<file path="src/rtl/jlmp_pkg.sv">
`timescale 1ns / 1ps

package jlmp_pkg;

  localparam logic [2:0] PH_IDLE  = 3'd0;
  localparam logic [2:0] PH_RISE  = 3'd1;
  localparam logic [2:0] PH_FALL  = 3'd2;
  localparam logic [2:0] PH_DRISE = 3'd3;
  localparam logic [2:0] PH_DFALL = 3'd4;
  localparam logic [2:0] PH_DONE  = 3'd5;

  localparam logic [1:0] CFG_ACCEL_LIMIT   = 2'd0;
  localparam logic [1:0] CFG_JERK_RATE     = 2'd1;
  localparam logic [1:0] CFG_TIME_STEP     = 2'd2;
  localparam logic [1:0] CFG_STOP_VELOCITY = 2'd3;

  localparam logic [30:0] ACCEL_LIMIT_RST   = 31'd65536;
  localparam logic [30:0] JERK_RATE_RST     = 31'd65536;
  localparam logic [15:0] TIME_STEP_RST     = 16'd655;
  localparam logic [30:0] STOP_VELOCITY_RST = 31'd131072;

  localparam logic [1:0] MS_JERK = 2'd0;
  localparam logic [1:0] MS_ACC  = 2'd1;
  localparam logic [1:0] MS_VEL  = 2'd2;

  typedef struct packed {
    logic              mode;
    logic signed [31:0] target_position;
  } in_item_t;

  typedef struct packed {
    logic signed [31:0] position;
    logic signed [31:0] speed;
    logic signed [31:0] accel_now;
    logic [2:0]         phase;
  } out_item_t;

  typedef struct packed {
    logic [30:0] accel_limit;
    logic [30:0] jerk_rate;
    logic [15:0] time_step;
    logic [30:0] stop_velocity;
  } cfg_t;

  typedef struct packed {
    logic       start;
    logic       mul_en;
    logic [1:0] mul_sel;
    logic       acc_upd;
    logic       vel_upd;
    logic       pos_upd;
    logic       emit;
  } dp_cmd_t;

  typedef struct packed {
    logic active;
  } dp_stat_t;

endpackage

</file>
<file path="src/rtl/jerk_limited_motion_profile.sv">
`timescale 1ns / 1ps

// Jerk-limited S-curve motion profile generator.
// Input channel (in_valid/in_ready, in_data): mode 1 starts a move (enters the
// rising-acceleration phase, no result); mode 0 is a control-period tick that
// produces one result transaction.
// Output channel (out_valid/out_ready, out_data): position, speed, accel_now
// and phase after the tick, Q16.16.
// Config port: cfg_we with cfg_index/cfg_data writes a register;
// write only while no tick is in flight.
// A tick in a moving phase passes the states JD, ACC, MV, VEL, MP, POS and
// EMIT before out_valid rises; one shared 32x17 multiplier is used three
// times in series (jerk*dt, accel*dt, velocity*dt), each product registered.
// An idle tick goes from acceptance straight to EMIT. A new transaction is
// taken only in idle, after the previous tick is emitted; a start stays idle.
// The block accepts a new transaction while a result waits; a finished tick
// holds in the emit stage while the receiver stalls with a result pending.
// Reset (rst, synchronous) clears state to idle with zero motion and loads
// the default configuration.
module jerk_limited_motion_profile (
  input  logic                clk,
  input  logic                rst,
  input  logic                in_valid,
  output logic                in_ready,
  input  jlmp_pkg::in_item_t  in_data,
  output logic                out_valid,
  input  logic                out_ready,
  output jlmp_pkg::out_item_t out_data,
  input  logic                cfg_we,
  input  logic [1:0]          cfg_index,
  input  logic [30:0]         cfg_data
);
  import jlmp_pkg::*;

  cfg_t     cfg;
  dp_cmd_t  cmd;
  dp_stat_t stat;

  jlmp_cfg u_cfg (
    .clk       (clk),
    .rst       (rst),
    .cfg_we    (cfg_we),
    .cfg_index (cfg_index),
    .cfg_data  (cfg_data),
    .cfg       (cfg)
  );

  jlmp_ctrl u_ctrl (
    .clk       (clk),
    .rst       (rst),
    .in_valid  (in_valid),
    .in_ready  (in_ready),
    .in_mode   (in_data.mode),
    .out_valid (out_valid),
    .out_ready (out_ready),
    .stat      (stat),
    .cmd       (cmd)
  );

  jlmp_dp u_dp (
    .clk      (clk),
    .rst      (rst),
    .cfg      (cfg),
    .cmd      (cmd),
    .stat     (stat),
    .out_data (out_data)
  );

endmodule

</file>
<file path="src/rtl/jlmp_cfg.sv">
`timescale 1ns / 1ps

module jlmp_cfg (
  input  logic              clk,
  input  logic              rst,
  input  logic              cfg_we,
  input  logic [1:0]        cfg_index,
  input  logic [30:0]       cfg_data,
  output jlmp_pkg::cfg_t    cfg
);
  import jlmp_pkg::*;

  always_ff @(posedge clk) begin
    if (rst) begin
      cfg.accel_limit   <= ACCEL_LIMIT_RST;
      cfg.jerk_rate     <= JERK_RATE_RST;
      cfg.time_step     <= TIME_STEP_RST;
      cfg.stop_velocity <= STOP_VELOCITY_RST;
    end else if (cfg_we) begin
      case (cfg_index)
        CFG_ACCEL_LIMIT:   cfg.accel_limit   <= cfg_data;
        CFG_JERK_RATE:     cfg.jerk_rate     <= cfg_data;
        CFG_TIME_STEP:     cfg.time_step     <= cfg_data[15:0];
        CFG_STOP_VELOCITY: cfg.stop_velocity <= cfg_data;
        default: begin
        end
      endcase
    end
  end

endmodule

</file>
<file path="src/rtl/jlmp_dp.sv">
`timescale 1ns / 1ps

module jlmp_dp (
  input  logic                clk,
  input  logic                rst,
  input  jlmp_pkg::cfg_t      cfg,
  input  jlmp_pkg::dp_cmd_t   cmd,
  output jlmp_pkg::dp_stat_t  stat,
  output jlmp_pkg::out_item_t out_data
);
  import jlmp_pkg::*;

  function automatic logic signed [31:0] sat32(input logic signed [33:0] v);
    logic signed [31:0] r;
    if (v > 34'sh0_7FFF_FFFF) r = 32'sh7FFF_FFFF;
    else if (v < -34'sh0_8000_0000) r = 32'sh8000_0000;
    else r = v[31:0];
    return r;
  endfunction

  logic [2:0]         phase;
  logic [2:0]         phase_next;
  logic signed [31:0] accel;
  logic signed [31:0] accel_next;
  logic signed [31:0] velocity;
  logic signed [31:0] velocity_next;
  logic signed [31:0] position;
  logic signed [48:0] prod;

  logic signed [31:0] mul_op;
  logic signed [48:0] prod_full;
  logic signed [32:0] scaled;
  logic               sub;
  logic signed [33:0] acc_sum;
  logic signed [31:0] acc_sat;
  logic signed [32:0] acc33;
  logic signed [32:0] ma33;
  logic signed [32:0] stop33;
  logic signed [33:0] vel_sum;
  logic signed [33:0] pos_sum;

  always_comb begin
    case (cmd.mul_sel)
      MS_JERK: mul_op = $signed({1'b0, cfg.jerk_rate});
      MS_ACC:  mul_op = accel;
      MS_VEL:  mul_op = velocity;
      default: mul_op = '0;
    endcase
  end

  assign prod_full = 49'(mul_op) * 49'($signed({33'd0, cfg.time_step}));
  // arithmetic >>16 of the exact product is a floor
  assign scaled = prod[48:16];

  assign sub     = (phase == PH_FALL) || (phase == PH_DRISE);
  assign acc_sum = sub ? 34'(accel) - 34'(scaled) : 34'(accel) + 34'(scaled);
  assign acc_sat = sat32(acc_sum);
  assign acc33   = 33'(acc_sat);
  assign ma33    = $signed({2'b00, cfg.accel_limit});
  assign stop33  = $signed({2'b00, cfg.stop_velocity});
  assign vel_sum = 34'(velocity) + 34'(scaled);
  assign pos_sum = 34'(position) + 34'(scaled);

  always_comb begin
    phase_next    = phase;
    accel_next    = accel;
    velocity_next = velocity;
    case (phase)
      PH_RISE: begin
        accel_next = acc_sat;
        if (acc33 >= ma33) phase_next = PH_FALL;
      end
      PH_FALL: begin
        if (acc_sat <= 0) begin
          accel_next = '0;
          phase_next = PH_DRISE;
        end else begin
          accel_next = acc_sat;
        end
      end
      PH_DRISE: begin
        accel_next = acc_sat;
        if (acc33 <= -ma33) phase_next = PH_DFALL;
      end
      PH_DFALL: begin
        if (acc_sat >= 0 || 33'(velocity) <= stop33) begin
          accel_next    = '0;
          velocity_next = '0;
          phase_next    = PH_DONE;
        end else begin
          accel_next = acc_sat;
        end
      end
      PH_DONE: phase_next = PH_IDLE;
      default: begin
      end
    endcase
  end

  always_ff @(posedge clk) begin
    if (rst) begin
      phase    <= PH_IDLE;
      accel    <= '0;
      velocity <= '0;
      position <= '0;
    end else begin
      if (cmd.start) begin
        phase <= PH_RISE;
      end else if (cmd.acc_upd) begin
        phase    <= phase_next;
        accel    <= accel_next;
        velocity <= velocity_next;
      end
      if (cmd.vel_upd) velocity <= sat32(vel_sum);
      if (cmd.pos_upd) position <= sat32(pos_sum);
    end
  end

  always_ff @(posedge clk) begin
    if (cmd.mul_en) prod <= prod_full;
    if (cmd.emit) begin
      out_data.position  <= position;
      out_data.speed     <= velocity;
      out_data.accel_now <= accel;
      out_data.phase     <= phase;
    end
  end

  assign stat.active = phase inside {[PH_RISE:PH_DONE]};

endmodule

</file>
<file path="src/rtl/jlmp_ctrl.sv">
`timescale 1ns / 1ps

module jlmp_ctrl (
  input  logic               clk,
  input  logic               rst,
  input  logic               in_valid,
  output logic               in_ready,
  input  logic               in_mode,
  output logic               out_valid,
  input  logic               out_ready,
  input  jlmp_pkg::dp_stat_t stat,
  output jlmp_pkg::dp_cmd_t  cmd
);
  import jlmp_pkg::*;

  localparam logic [2:0] ST_IDLE = 3'd0;
  localparam logic [2:0] ST_JD   = 3'd1;
  localparam logic [2:0] ST_ACC  = 3'd2;
  localparam logic [2:0] ST_MV   = 3'd3;
  localparam logic [2:0] ST_VEL  = 3'd4;
  localparam logic [2:0] ST_MP   = 3'd5;
  localparam logic [2:0] ST_POS  = 3'd6;
  localparam logic [2:0] ST_EMIT = 3'd7;

  logic [2:0] state;
  logic [2:0] state_next;
  logic       accept;
  logic       emit;

  assign in_ready = (state == ST_IDLE);
  assign accept   = in_valid && in_ready;
  assign emit     = (state == ST_EMIT) && (!out_valid || out_ready);

  always_comb begin
    state_next = state;
    case (state)
      ST_IDLE: begin
        if (accept && !in_mode) state_next = stat.active ? ST_JD : ST_EMIT;
      end
      ST_JD:   state_next = ST_ACC;
      ST_ACC:  state_next = ST_MV;
      ST_MV:   state_next = ST_VEL;
      ST_VEL:  state_next = ST_MP;
      ST_MP:   state_next = ST_POS;
      ST_POS:  state_next = ST_EMIT;
      ST_EMIT: if (emit) state_next = ST_IDLE;
      default: state_next = ST_IDLE;
    endcase
  end

  always_comb begin
    cmd         = '0;
    cmd.start   = accept && in_mode;
    cmd.mul_en  = (state == ST_JD) || (state == ST_MV) || (state == ST_MP);
    cmd.mul_sel = (state == ST_MV) ? MS_ACC : ((state == ST_MP) ? MS_VEL : MS_JERK);
    cmd.acc_upd = (state == ST_ACC);
    cmd.vel_upd = (state == ST_VEL);
    cmd.pos_upd = (state == ST_POS);
    cmd.emit    = emit;
  end

  always_ff @(posedge clk) begin
    if (rst) begin
      state     <= ST_IDLE;
      out_valid <= 1'b0;
    end else begin
      state <= state_next;
      if (emit) out_valid <= 1'b1;
      else if (out_ready) out_valid <= 1'b0;
    end
  end

  a_hold_emit: assert property (@(posedge clk) disable iff (rst)
    (state == ST_EMIT && out_valid && !out_ready) |=> (state == ST_EMIT))
    else $error("result emitted over a stalled transaction");

  a_rose_from_emit: assert property (@(posedge clk) disable iff (rst)
    $rose(out_valid) |-> ($past(state) == ST_EMIT))
    else $error("out_valid raised outside emit");

  a_idle_tick: assert property (@(posedge clk) disable iff (rst)
    (accept && !in_mode && !stat.active) |=> (state == ST_EMIT))
    else $error("idle tick did not go straight to emit");

  a_start_stays: assert property (@(posedge clk) disable iff (rst)
    (accept && in_mode) |=> (state == ST_IDLE))
    else $error("start transaction left idle");

endmodule

</file>
<file path="config.mk">
export PLATFORM = sky130hd
export DESIGN_NAME = jerk_limited_motion_profile
export DESIGN_NICKNAME = d
export VERILOG_FILES = /design/src/rtl/jlmp_pkg.sv /design/src/rtl/jerk_limited_motion_profile.sv /design/src/rtl/jlmp_cfg.sv /design/src/rtl/jlmp_dp.sv /design/src/rtl/jlmp_ctrl.sv
export SDC_FILE = /design/constraint.sdc
export NUM_CORES = 2
export LEC_CHECK = 0
export ABC_CLOCK_PERIOD_IN_PS = 7920
export BUFFER_PORTS_ARGS = -buffer_cell sky130_fd_sc_hd__buf_4
export CAP_MARGIN = 0
export CORE_MARGIN = 3
export CORE_UTILIZATION = 58
export DETAILED_ROUTE_END_ITERATION = 10
export PLACE_DENSITY = 0.88
export SYNTH_ARGS = -nofsm -noshare
export SYNTH_HDL_FRONTEND = slang
export SYNTH_SLANG_ARGS = --single-unit
</file>
<file path="constraint.sdc">
create_clock -name clk -period 7.92 [get_ports clk]
set_input_delay 1.584 -clock clk [delete_from_list [all_inputs] [get_ports clk]]
set_output_delay 1.584 -clock clk [all_outputs]
set_load 0.005 [all_outputs]
</file>
Word-level counts from Yosys, hierarchy flattened
Index checks and enable logic that the tools add are counted.
Word-level totals
  output and inout port bits: 101
  bits in registers: 360
  input port bits: 71
Operators by class
  muxes and demuxes: 31
  reductions and logical operators: 34
  add/subtract/negate cells: 5
  bitwise logic cells: 1
  eq/ne operators: 28
  multipliers: 1
  magnitude comparators: 13
Operators with widths (count)
  $mux 32: 13
  $pmux 32 s3: 2
  $add 32x33->34: 3
  $gt 34x32->1 const B: 3
  $lt 34x32->1 const B: 3
  $mul 32x17->49: 1
  $mux 34: 1
  $sub 32x33->34: 1
  $le 32x33->1: 1
  $neg 31->33: 1
  $ge 32x1->1 const B: 1
  $ge 32x32->1: 1
  $le 32x1->1 const B: 1
  $le 32x32->1: 1
  $pmux 3 s8: 1
  $mux 3: 7
  $eq 3x3->1 const B: 6
  $pmux 3 s5: 1
  $eq 3x2->1 const B: 4
  $reduce_and 6->1: 2
  $reduce_and 2->1: 5
  $reduce_bool 2->1: 5
  $ne 2x2->1 const B: 4
  $eq 2x2->1 const B: 3
  21 further kinds: 42

Longest topological paths before layout
  depth after elaboration: 13
  gate-level depth with buffers: 37

By module
From an unflattened synthesis, not the netlist that was laid out.
Second synthesis, totals
  cells, all modules: 4173
  area total of the unflattened synthesis: 38455.6 um2
Modules (own cells, without submodules)
  jlmp_dp: area an instance 33731.1 um2, cells each 3731, instances 1
  jlmp_cfg: area an instance 4362.9 um2, cells each 401, instances 1
  jlmp_ctrl: area an instance 361.6 um2, cells each 41, instances 1

Least setup slack after synthesis
OpenSTA, ideal clock, no wires.
  kind: reg-to-reg
  start: register u_ctrl.state[0]
  end: register u_dp.prod[48], data pin
  clock period less this slack: 8.202 ns
  cell stages (with the launch flop): 33
  path slack: -0.282 ns
  path buffers: 4
  arrival time: 7.942 ns
  cell sequence: dfxtp_1 > ha_1 > nor2b_1 > clkbuf_1 > a21oi_1 > clkbuf_1 > buf_1 > nand2_1 > nand2_1 > clkbuf_1 > nand2_1 > fa_1 > inv_1 > fa_1 > inv_1 > fa_1 > fa_1 > fa_1 > inv_1 > fa_1 > ha_1 > nand3_1 > nor2_1 > nand2_1 > nor4b_1 > o211ai_1 > a21oi_1 > o2111ai_1 > a21boi_0 > a21oi_1 > o211a_1 > nor3_1 > xnor2_1
On the way
  word-level cells in the longest chain between the ends: 6
  elaborated cells between the ends (all ways): 9
  classes of those cells: 1 x mul; 4 x eq/ne; 3 x mux; 1 x reduce/logical
Ends and longest elaborated chain
  from (decl): line jlmp_ctrl.sv:25  | logic [2:0] state;
  from (signal assigned): line jlmp_ctrl.sv:67  | state <= state_next;
  $eq 3x3->1: line jlmp_ctrl.sv:55  | cmd.mul_sel = (state == ST_MV) ? MS_ACC : ((state == ST_MP) ? MS_VEL : MS_JERK);
  $mux 2: line jlmp_ctrl.sv:55
  $mux 2 *: line jlmp_ctrl.sv:55
  $eq 2x2->1, or another cell as far along: line jlmp_dp.sv:43  | case (cmd.mul_sel)
  $pmux 32 s3 *: line jlmp_dp.sv:43
  $mul 32x17->49 *: line jlmp_dp.sv:51  | assign prod_full = 49'(mul_op) * 49'($signed({33'd0, cfg.time_step}));
  via u_dp.prod_full[48]: line jlmp_dp.sv:31  | logic signed [48:0] prod_full;
  to (signal assigned): line jlmp_dp.sv:120  | if (cmd.mul_en) prod <= prod_full;
  to (decl): line jlmp_dp.sv:28  | logic signed [48:0] prod;
Mark *: on every way through the listed nets, which the timed path passes. The rest lies on a longest branch.
A chain may end at the register's enable or synchronous reset.

Final worst setup path
  start: register u_ctrl.state[0]
  end: register u_dp.prod[42], data pin
Same word-level chain as after synthesis.

==> results.py <==
metrics = {
    "outcome": {
        "status": "finished clean",
    },
    "global_routing": {
        "grt_pass1_vias": 33800,
        "grt_max_degree": 93,
        "gr-total-overflow": 0,
        "grt_use_total": 0.336,
        "grt_first_pass_wirelength_mm": 183,
        "antenna_found_initial": 6,
    },
    "sta": {
        "post-route-period-util": 0.986,
        "fin_crit_ps": 7810,
        "drv_slew": 0,
        "hold_viol_final": 0,
        "setup-violations-final": 0,
        "tns_ps": 0,
        "setup_slack_ps": 110,
        "slew-limit-headroom": 0.130,
        "rsz0062_at_grt": "true",
        "worstMarginPinSlew_ps": 1310,
        "timing.fmax_mhz": 128,
        "skew_ps": 21.0,
    },
    "pwr": {
        "p_sw_uw": 4850,
        "p_seq_frac": 0.243,
        "ir_drop_uv": 200,
        "clockPowerShare": 0.162,
        "swShare": 0.458,
        "p_leak_uw": 0.0198,
        "p_per_area_mw_per_mm2": 240,
        "power.internal_uw": 5740,
        "comb_power_share": 0.595,
    },
    "detailed_routing": {
        "dr.pass1.iters": 5,
        "drtIter0Drc": 3912,
        "drc_errors": 0,
        "routed_wl_mm": 119,
        "postRouteAntennaNets": 0,
        "dr_total_vias": 33400,
        "vias_per_cell": 6.08,
        "wire_per_inst_um": 21.8,
    },
    "logic_synthesis": {
        "synth_ff_type": "dfxtp_1",
        "syn_inst": 4297,
        "yosysUniqueCellTypes": 88,
        "synth.cell_area_mm2": 0.0383,
        "synthTopCellsByArea": "fa_1 (26%), dfxtp_1 (11%), edfxtp_1 (10%)",
        "synth_edf_count": 132,
        "synth_async_sr_flop_share": 0,
        "syn_nets": 5170,
        "ys_seq_elements": 344,
        "synth_top_cell_by_area": "fa_1",
        "seq_area_frac_synth": 0.214,
        "yosysWarningCount": 0,
        "avgSynthCellArea_um2": 8.91,
        "synth_top_cell_area_share": 0.256,
    },
    "setup_path": {
        "cp_data_required_time_ps": 8330,
        "max_stage_delay_ps": 560,
        "cp_common_cell": "fa_1",
        "crit_family": "adder cells",
        "setup.worst_path.start_class": "flip-flop",
        "r2r-end": "u_dp.prod[42]",
        "worstSetupEndpointType": "flip-flop",
        "r2r-start": "u_ctrl.state[0]",
        "cp_max_fo": 8,
        "worstRegToRegCells": 33,
        "cp.arrival_ps": 8220,
        "critical_path_class": "reg -> reg",
        "startpoint": "u_ctrl.state[0]",
        "endpoint": "u_dp.prod[42]",
        "path_depth": 33,
        "rrSetupSlack_ps": 110,
        "crit_slowest_cell": "fa_1",
        "critPathBufInv": 7,
    },
    "placement": {
        "io_buffer_count": 139,
        "pre_cts_ws_ps": -605,
        "place_congestion": 1.02,
        "hpwl_mm": 94.2,
        "dp.cells": 5384,
    },
    "layout": {
        "layout_commonest_cell": "nand2_1",
        "fillers": 4719,
        "area_delta_synth_final_pct": 15.3,
        "layout.nets": 5470,
        "instances_no_fill": 5482,
        "fin_util": 0.680,
        "layout-drive-gt1-share": 0.142,
        "final_cell_mix": "nand2_1 (687), inv_1 (629), fa_1 (486)",
    },
    "clocking": {
        "clock_sinks": 344,
        "htree_levels": 2,
        "cts.path.max_buffers": 3,
        "clk_pin_slew_ps": 60,
        "cts_tree": "yes",
        "numCtsBuffers": 37,
        "clock_latency_ps": 550,
        "root_buffer": "clkbuf_16",
    },
    "floorplan": {
        "coreArea_mm2": 0.0649,
        "die_x_um": 263,
        "rows": 93,
        "die-area_mm2": 0.0692,
        "initial_core_util": 0.590,
        "io_pins": 172,
        "die_y_um": 263,
    },
    "hold_path": {
        "hold_class": "reg -> reg",
    },
    "job": {
        "cap_violations": 0,
    },
}
-- worst min path at each step --
stage | start | slack [ps] | endpoint | depth (start not counted)
global placement | u_cfg.cfg[65] | 440 | u_cfg.cfg[65] | 2
detailed placement | u_cfg.cfg[69] | 450 | u_cfg.cfg[69] | 2
CTS | u_cfg.cfg[69] | 450 | u_cfg.cfg[69] | 2
floorplan | u_dp.phase[1] | 410 | u_dp.out_data[1] | 0
global route | u_cfg.cfg[69] | 470 | u_cfg.cfg[69] | 2
finish | u_cfg.cfg[4] | 460 | u_cfg.cfg[4] | 2
-- cell usage after synthesis, drive strengths merged (4+ instances only) --
library cell	instances
nand2	701
inv	630
fa	490
ha	312
a21oi	290
dfxtp	212
and2	206
clkbuf	163
nor2	151
edfxtp	132
o21ai	120
xnor2	113
a21o	85
xor2	62
a22oi	57
nand3	55
nor3	46
a221o	36
a32oi	34
nor2b	32
nand4	28
o21a	28
nand2b	25
and3	24
buf	24
a211oi	18
nor4	18
o31ai	18
o211ai	16
o21bai	16
a31oi	13
nand3b	13
or2	12
o2111ai	10
a21boi	9
and4	8
or3	8
or4	8
nor3b	7
a221oi	6
nor4b	5
a211o	4
o211a	4
o22ai	4
o31a	4
-- layer usage --
metal,global-route usage,wire [µm],vias up
met5,0,16,-
met3,0.0606,13500,466
met1,0.432,43500,16100
li1,-,-,14800
met4,0.165,7190,2
met2,0.549,55200,2000
-- cell type report --
cell class              count  area [µm²]  area share
diodes                      3        7.51    0.000170
well taps                 855        1070      0.0242
clock buffers              53        1080      0.0244
multi-input cells        3135       27600       0.625
clock inverters            13         111     0.00252
inverters                 631        2370      0.0537
flip-flops and latches    344        8220       0.186
repair buffers            448        3710      0.0841
-- stage by stage --
stage               cell area [µm²]  hold WS (ps)  total power (µW)
floorplan                     38300           406              6200
global placement              42100           442              8220
detailed placement            42100           447              8350
CTS                           43400           454             10100
global route                  44100           469             11200
finish                        44100           460             10600
-- timing repair --
item                       in CTS  in global routing
buffers inserted                4                 25
setup endpoints to repair      19                 17
hold buffers                    0                  0
hold endpoints to repair        0                  0
pin swaps                      12                 59
gates resized for setup        25                101
cloned                          0                  2
-- registers in the layout (all words and copies together), names as in the netlist --
register,count
u_cfg.cfg,109
u_ctrl.out_valid,1
u_ctrl.state,3
u_dp.accel,32
u_dp.out_data,99
u_dp.phase,3
u_dp.position,32
u_dp.prod,33
u_dp.velocity,32
-- worst reg2reg max path, delay by kind of cell (launching register included) --
kind	cells	cell delay, ps
adders and majority gates	8	3440
buffers and inverters	7	770
AOI/OAI and AO/OA	10	1790
and+or+nand+nor	8	1300
DFF	1	360
-- power by group through the flow --
stage	clock, µW	combinational (µW)	sequential, µW
floorplan	0	3790	2410
CTS	1720	5910	2510
global route	1800	6840	2570
finish	1720	6300	2570
detailed placement	0	5820	2540
global placement	0	5690	2530
-- cell families after synthesis --
family | Yosys count | share of synthesized area
buffers and inverters | 818 | 0.0812
xor gates and xnor gates | 175 | 0.0402
DFF | 344 | 0.214
muxes | 1 | 0.000294
AOI/OAI and AO/OA | 802 | 0.141
adders and majority gates | 802 | 0.358
and+or+nand+nor | 1355 | 0.165
No activity file was read; power rests on OpenSTA's default activity.
